<file path="config.mk">
export PLATFORM = sky130hd
export DESIGN_NAME = kv_binary_response_deframer
export DESIGN_NICKNAME = d
export VERILOG_FILES = /design/src/hdl/kvbrd_pkg.sv /design/src/hdl/kv_binary_response_deframer.sv
export SDC_FILE = /design/constraint.sdc
export NUM_CORES = 1
export LEC_CHECK = 0
export ABC_CLOCK_PERIOD_IN_PS = 8750
export BUFFER_PORTS_ARGS = -buffer_cell sky130_fd_sc_hd__buf_4
export CAP_MARGIN = 20
export CORE_MARGIN = 8
export CORE_UTILIZATION = 55
export CTS_CLUSTER_SIZE = 30
export DETAILED_ROUTE_END_ITERATION = 10
export PLACE_DENSITY = 0.74
export SYNTH_ARGS = -nofsm -noshare
export SYNTH_HDL_FRONTEND = slang
export SYNTH_SLANG_ARGS = --single-unit
</file>
<file path="constraint.sdc">
create_clock -name clk -period 8.75 [get_ports clk]
set_clock_uncertainty 0.05 [all_clocks]
set_input_delay 0.875 -clock clk [delete_from_list [all_inputs] [get_ports clk]]
set_output_delay 0.875 -clock clk [all_outputs]
set_load 0.02 [all_outputs]
</file>
<file path="src/hdl/kvbrd_pkg.sv">
// Shared beat types and header constants for the binary response deframer.
package kvbrd_pkg;

	// Byte roles, also used as the parse phase codes.
	localparam logic [1:0] SEG_HEADER = 2'd0;
	localparam logic [1:0] SEG_EXTRAS = 2'd1;
	localparam logic [1:0] SEG_KEY    = 2'd2;
	localparam logic [1:0] SEG_VALUE  = 2'd3;

	localparam logic [7:0] RESPONSE_MAGIC = 8'h81;

	// Header byte positions.
	localparam logic [4:0] HDR_MAGIC   = 5'd0;
	localparam logic [4:0] HDR_KEY_HI  = 5'd2;
	localparam logic [4:0] HDR_KEY_LO  = 5'd3;
	localparam logic [4:0] HDR_EXTRAS  = 5'd4;
	localparam logic [4:0] HDR_BODY_HI = 5'd8;
	localparam logic [4:0] HDR_BODY_LO = 5'd11;
	localparam logic [4:0] HDR_CAS_HI  = 5'd16;
	localparam logic [4:0] HDR_LAST    = 5'd23;

	typedef struct packed {
		logic [7:0] data_byte;
		logic       end_of_data;
	} stream_beat_t;

	typedef struct packed {
		logic [1:0]  segment;
		logic [7:0]  payload_byte;
		logic        frame_done;
		logic        truncated;
		logic        length_error;
		logic        magic_bad;
		logic [15:0] key_size;
		logic [7:0]  extras_size;
		logic [31:0] value_size;
		logic [63:0] cas_value;
	} result_beat_t;

endpackage

</file>
<file path="src/hdl/kv_binary_response_deframer.sv">
// Top level of the binary response deframer: header capture and body byte tagging.
// A byte passes through the input register, then the result register, to the result port.
// Throughput: one byte per cycle while result_stall is low; the parse state
// (phase, header index, body offset) is next-state logic, so bytes never wait on each other.
// Reset (arst_n low, asynchronous): parser returns to header byte 0, all captured
// lengths, CAS and the magic flag clear to zero, and both pipeline stages empty.
module kv_binary_response_deframer (
	input  logic                        clk,
	input  logic                        arst_n,
	input  logic                        stream_valid,
	output logic                        stream_stall,
	input  kvbrd_pkg::stream_beat_t     stream_beat,
	output logic                        result_valid,
	input  logic                        result_stall,
	output kvbrd_pkg::result_beat_t     result_beat
);
	import kvbrd_pkg::*;

	// Input register stage.
	logic         valid_s1;
	stream_beat_t beat_s1;

	// Parse state.
	logic [1:0]  phase_q,  phase_n;
	logic [4:0]  hidx_q,   hidx_n;
	logic [31:0] off_q,    off_n;
	logic [15:0] key_q,    key_n;
	logic [7:0]  extras_q, extras_n;
	logic [31:0] body_q,   body_n;
	logic [63:0] cas_q,    cas_n;
	logic        magic_q,  magic_n;

	// Result register stage.
	logic         valid_s2;
	result_beat_t beat_s2;

	logic         adv;
	logic         load_s1;
	logic         step;
	logic [7:0]   b;
	logic [4:0]   body_sh;
	logic [4:0]   cas_sh;
	logic [31:0]  off_plus;
	logic [16:0]  ek_n;
	logic [16:0]  ek_q;
	logic         done;
	logic         lerr;
	result_beat_t res;

	assign adv          = !valid_s2 || !result_stall;
	assign load_s1      = !valid_s1 || adv;
	assign step         = valid_s1 && adv;
	assign stream_stall = !load_s1;
	assign result_valid = valid_s2;
	assign result_beat  = beat_s2;

	assign b        = beat_s1.data_byte;
	assign body_sh  = HDR_BODY_LO - hidx_q;
	assign cas_sh   = HDR_LAST - hidx_q;
	assign off_plus = off_q + 32'd1;
	assign ek_q     = {1'b0, key_q} + {9'd0, extras_q};
	assign ek_n     = {1'b0, key_n} + {9'd0, extras_n};

	always_comb begin
		phase_n  = phase_q;
		hidx_n   = hidx_q;
		off_n    = off_q;
		key_n    = key_q;
		extras_n = extras_q;
		body_n   = body_q;
		cas_n    = cas_q;
		magic_n  = magic_q;
		done     = 1'b0;
		lerr     = 1'b0;
		unique case (phase_q) inside
			SEG_HEADER: begin
				if (hidx_q == HDR_MAGIC) begin
					magic_n = (b != RESPONSE_MAGIC);
				end else if (hidx_q == HDR_KEY_HI) begin
					key_n = {b, 8'h00};
				end else if (hidx_q == HDR_KEY_LO) begin
					key_n = {key_q[15:8], b};
				end else if (hidx_q == HDR_EXTRAS) begin
					extras_n = b;
				end else if (hidx_q == HDR_BODY_HI) begin
					body_n = {b, 24'h000000};
				end else if (hidx_q > HDR_BODY_HI && hidx_q <= HDR_BODY_LO) begin
					body_n = body_q | ({24'h000000, b} << {body_sh[1:0], 3'b000});
				end else if (hidx_q == HDR_CAS_HI) begin
					cas_n = {b, 56'h0};
				end else if (hidx_q > HDR_CAS_HI && hidx_q <= HDR_LAST) begin
					cas_n = cas_q | ({56'h0, b} << {cas_sh[2:0], 3'b000});
				end
				if (hidx_q >= HDR_LAST) begin
					hidx_n = 5'd0;
					off_n  = 32'd0;
					if (body_n < {15'd0, ek_n}) begin
						// Body cannot hold extras and key: drop the frame and resync.
						lerr    = 1'b1;
						phase_n = SEG_HEADER;
					end else if (body_n == 32'd0) begin
						done    = 1'b1;
						phase_n = SEG_HEADER;
					end else if (extras_n != 8'd0) begin
						phase_n = SEG_EXTRAS;
					end else if (ek_n != 17'd0) begin
						phase_n = SEG_KEY;
					end else begin
						phase_n = SEG_VALUE;
					end
				end else begin
					hidx_n = hidx_q + 5'd1;
				end
			end
			SEG_EXTRAS, SEG_KEY, SEG_VALUE: begin
				if (off_plus == body_q) begin
					done    = 1'b1;
					phase_n = SEG_HEADER;
					hidx_n  = 5'd0;
					off_n   = 32'd0;
				end else begin
					off_n = off_plus;
					if (off_plus < {24'd0, extras_q}) begin
						phase_n = SEG_EXTRAS;
					end else if (off_plus < {15'd0, ek_q}) begin
						phase_n = SEG_KEY;
					end else begin
						phase_n = SEG_VALUE;
					end
				end
			end
		endcase
	end

	always_comb begin
		res.segment      = phase_q;
		res.payload_byte = b;
		res.frame_done   = done;
		res.truncated    = beat_s1.end_of_data &&
			!(phase_n == SEG_HEADER && hidx_n == 5'd0);
		res.length_error = lerr;
		res.magic_bad    = magic_n;
		res.key_size     = key_n;
		res.extras_size  = extras_n;
		res.value_size   = (body_n >= {15'd0, ek_n}) ? body_n - {15'd0, ek_n} : 32'd0;
		res.cas_value    = cas_n;
	end

	always_ff @(posedge clk or negedge arst_n) begin
		if (!arst_n) begin
			valid_s1 <= 1'b0;
		end else if (load_s1) begin
			valid_s1 <= stream_valid;
		end
	end

	always_ff @(posedge clk) begin
		if (load_s1 && stream_valid) begin
			beat_s1 <= stream_beat;
		end
	end

	always_ff @(posedge clk or negedge arst_n) begin
		if (!arst_n) begin
			phase_q  <= SEG_HEADER;
			hidx_q   <= 5'd0;
			off_q    <= 32'd0;
			key_q    <= 16'd0;
			extras_q <= 8'd0;
			body_q   <= 32'd0;
			cas_q    <= 64'd0;
			magic_q  <= 1'b0;
		end else if (step) begin
			phase_q  <= phase_n;
			hidx_q   <= hidx_n;
			off_q    <= off_n;
			key_q    <= key_n;
			extras_q <= extras_n;
			body_q   <= body_n;
			cas_q    <= cas_n;
			magic_q  <= magic_n;
		end
	end

	always_ff @(posedge clk or negedge arst_n) begin
		if (!arst_n) begin
			valid_s2 <= 1'b0;
		end else if (adv) begin
			valid_s2 <= valid_s1;
		end
	end

	always_ff @(posedge clk) begin
		if (step) begin
			beat_s2 <= res;
		end
	end

	// A dropped frame is only ever reported on a header byte, never as complete.
	a_lerr_header: assert property (@(posedge clk) disable iff (!arst_n)
		result_valid && result_beat.length_error |->
			result_beat.segment == SEG_HEADER && !result_beat.frame_done)
		else $error("length error outside the last header byte");

	// Completing a frame always leaves the parser at the start of the next header.
	a_done_not_trunc: assert property (@(posedge clk) disable iff (!arst_n)
		result_valid && result_beat.frame_done |-> !result_beat.truncated)
		else $error("frame reported both complete and truncated");

	// Value bytes can only appear when the header promised a non-empty value.
	a_value_len: assert property (@(posedge clk) disable iff (!arst_n)
		result_valid && result_beat.segment == SEG_VALUE |->
			result_beat.value_size != 32'd0)
		else $error("value byte with zero value length");

	// Extras bytes can only appear when the header gave a non-zero extras length.
	a_extras_len: assert property (@(posedge clk) disable iff (!arst_n)
		result_valid && result_beat.segment == SEG_EXTRAS |->
			result_beat.extras_size != 8'd0)
		else $error("extras byte with zero extras length");

endmodule
</file>
==> impl_metrics.yaml <==
synth:
  async_reset_ff_share_pct: 53.11
  synth_area_leader_cell: "edfxtp_1"
  synth.avg_cell_area_um2: 9.267
  synth-edff-count: 143
  syn_area_mm2: 0.01759
  synth_cells: 1898
  synth_top_area_share_pct: 24.41
  synth-seq-area-share_pct: 47.46
  synth-main-ff-cell: "dfrtp_1"
  yosys-top-cells-area: "edfxtp_1, dfrtp_1, nand2_1, ha_1, a21oi_1"
  synthTopCellsByCount: "nand2_1, nor2_1, dfrtp_1, edfxtp_1, a21oi_1"
  yosys.cell_types.count: 86
  syn_nets: 1986
  yosysMostFrequentCell: "nand2_1"
  synth-seq-cells: 305
  yosys_warnings: 0
finish:
  ff_latch_area_mm2: 0.008348
  post_route_cells_drive_above_1_share_pct: 13.78
  final_util_pct: 63.88
  antenna_cells: 0
  layout.nets: 2086
  area_delta_synth_final_pct: 14.61
  final_cell_count_no_fill: 2426
  fill_cells: 2628
  multi_input_area_mm2: 0.008605
grt:
  grt_pass1_vias: 14824
  grt.total_usage_pct: 28.58
  grt_max_degree: 119
  grt_antenna_before_repair: 1
  gr-total-overflow: 0
  grt_pass1_wl_um: 86040
floorplan:
  io_pins: 149
  die-area_mm2: 0.03796
  die_height_um: 194.8
  fp.dieW_um: 194.8
  rows: 65
  core_mm2: 0.03156
  start_util_pct: 55.74
outcome:
  run_status: "complete, no violations"
setup_path:
  r2r_cells: 22
  criticalPathCategory: "flip-flop to flip-flop"
  worstReg2RegStart: "hidx_q[0]"
  required_ns: 8.93
  critPathMaxFanout: 19
  crit_arrival_ns: 7.78
  cp-end-kind: "flip-flop"
  rrSetupSlack_ns: 1.14
  reg2reg_to: "result_beat[77]"
  worstSetupStartpointType: "flip-flop"
place:
  gp_congestion: 0.9447
  place_ws_ns: 1.346
  dpl.cell_count: 2361
  place_hpwl_um: 38950
  port_buffers: 148
clock_tree:
  clkSinkCount: 305
  postCtsSetupRepairBufs: 0
  cts_tree: "done"
  clk_path_buf_depth: 3
  ctsHoldBuffers: 0
  cts_buffers: 35
  clk_latency_ns: 0.53
  cts-root-buf: "clkbuf_16"
  cts_resized: 0
  clk_pin_slew_ns: 0.06
  htree_levels: 2
detailed_routing:
  drt_iter0_drc: 1752
  vias_per_cell: 6.257
  vias: 15180
  drc: 0
  wire_per_inst_um: 22.79
  wl_um: 55280
  ant_nets: 0
  first_pass_iters: 6
timing:
  fin_crit_sh_pct: 86.94
  finalHoldViolations: 0
  setup_violations: 0
  worstMarginPinSlew_ns: 1.090
  maxSlewHeadroom_pct: 27.13
  worst_slack_ns: 1.143
  max_freq_mhz: 131.5
  fin_crit_ns: 7.607
  rsz0062_at_grt: "false"
  slew_violations: 0
  setup_tns_ns: 0
pwr:
  comb_power_share_pct: 50.3
  clkPwrFrac_pct: 18.4
  internal_power_mw: 4.392
  peakVddDrop_mv: 0.2066
  p_leak_nw: 9.004
  switching_power_mw: 3.342
  p_sw_share_pct: 43.21
  power_density_mw_per_mm2: 383.7
  power_mw: 7.734
  seqPwrFrac_pct: 31.3
job:
  cap_viol_max_count: 0
hold_path:
  hold_class: "input port to async pin"
## state kept, by name (all words and copies together), names as in the netlist, 2 cells and up
name / count
hidx_q: 5
result_beat: 134
extras_q: 8
key_q: 16
b: 8
body_q: 32
phase_q: 2
cas_q: 64
off_q: 32
## cells by family (layout without fill, tap and decap cells)
kind of cell	Yosys count	after routing	share of synthesized area, %
and+or+nand+nor	772	772	20.32
AOI/OAI and AO/OA	444	444	15.89
xor gates and xnor gates	84	84	4.261
DFF	305	305	47.46
muxes	43	43	2.589
buffers and inverters	172	298	3.841
adders and majority gates	78	78	5.634
## per-stage QoR
| stage | instance area, µm² | hold WS (ns) |
|---|---|---|
| global placement | 18990 | 0.4074 |
| floorplan | 17590 | 0.3744 |
| detailed placement | 18990 | 0.4130 |
| CTS | 20100 | 0.4086 |
| global route | 20160 | 0.4361 |
| finish | 20160 | 0.3740 |
## routing by layer
metal  up-vias  global-route usage [%]  wire length [µm]
met1      7315                   37.79             22940
met4         2                   10.44              2150
met2       684                   46.30             25710
met5         -                   1.189                57
li1       7012                       -                 -
met3       167                   5.390              4426
## worst max path at each step
stage | slack [ns] | from | cells after the start | to
finish | 1.14 | hidx_q[0] | 22 | result_beat[77]
global route | 0.56 | hidx_q[0] | 22 | result_beat[88]
CTS | 1.30 | hidx_q[0] | 21 | result_beat[77]
detailed placement | 1.35 | hidx_q[0] | 23 | result_beat[77]
global placement | 1.51 | hidx_q[0] | 23 | result_beat[77]
floorplan | 2.10 | hidx_q[0] | 26 | result_beat[88]
## cell type report
class                      instances  share of cell area, %
timing repair buffer             175                  6.735
sequential                       305                  41.41
tap                              402                  2.495
clock buffer                      53                  5.127
multi-input combinational       1421                  42.69
inverter                          60                  1.154
clock inverter                    10                 0.3910
## power by group through the flow
stage	Sequential (mW)	Clock [mW]	Combinational (mW)
finish	2.42	1.42	3.89
global route	2.46	1.48	4.29
CTS	2.41	1.44	3.85
detailed placement	2.43	0	3.82
global placement	2.42	0	3.75
floorplan	2.49	0	2.51
## worst max-delay path, stage by stage, from the launching register on
cell and delay, ns:
dfrtp_1 0.50, inv_1 0.17, ha_1 0.60, nor4b_1 0.52, or3_1 0.49, mux2i_1 0.17
nor2_1 0.27, ha_1 0.30, a211oi_1 0.31, o21ai_0 0.23, a21o_1 0.20, a21oi_1 0.19
xor2_1 0.41, ha_1 0.39, nor3_1 0.25, nor2_1 0.07, o311ai_0 0.10, a31oi_1 0.18
maj3_1 0.43, a211o_1 0.37, a211oi_2 0.71, buf_4 0.34, a211oi_1 0.07
## placed cells by master (no fill, tap or decap), drive strengths merged, types with 54 or more instances in the layout
| cell | count |
|---|---|
| xnor2 | 54 |
| edfxtp | 143 |
| buf | 175 |
| inv | 60 |
| o21ai | 115 |
| nor2 | 169 |
| nand2 | 331 |
| dfrtp | 162 |
| a21oi | 133 |
| ha | 72 |
(Power assumes the default switching activity.)
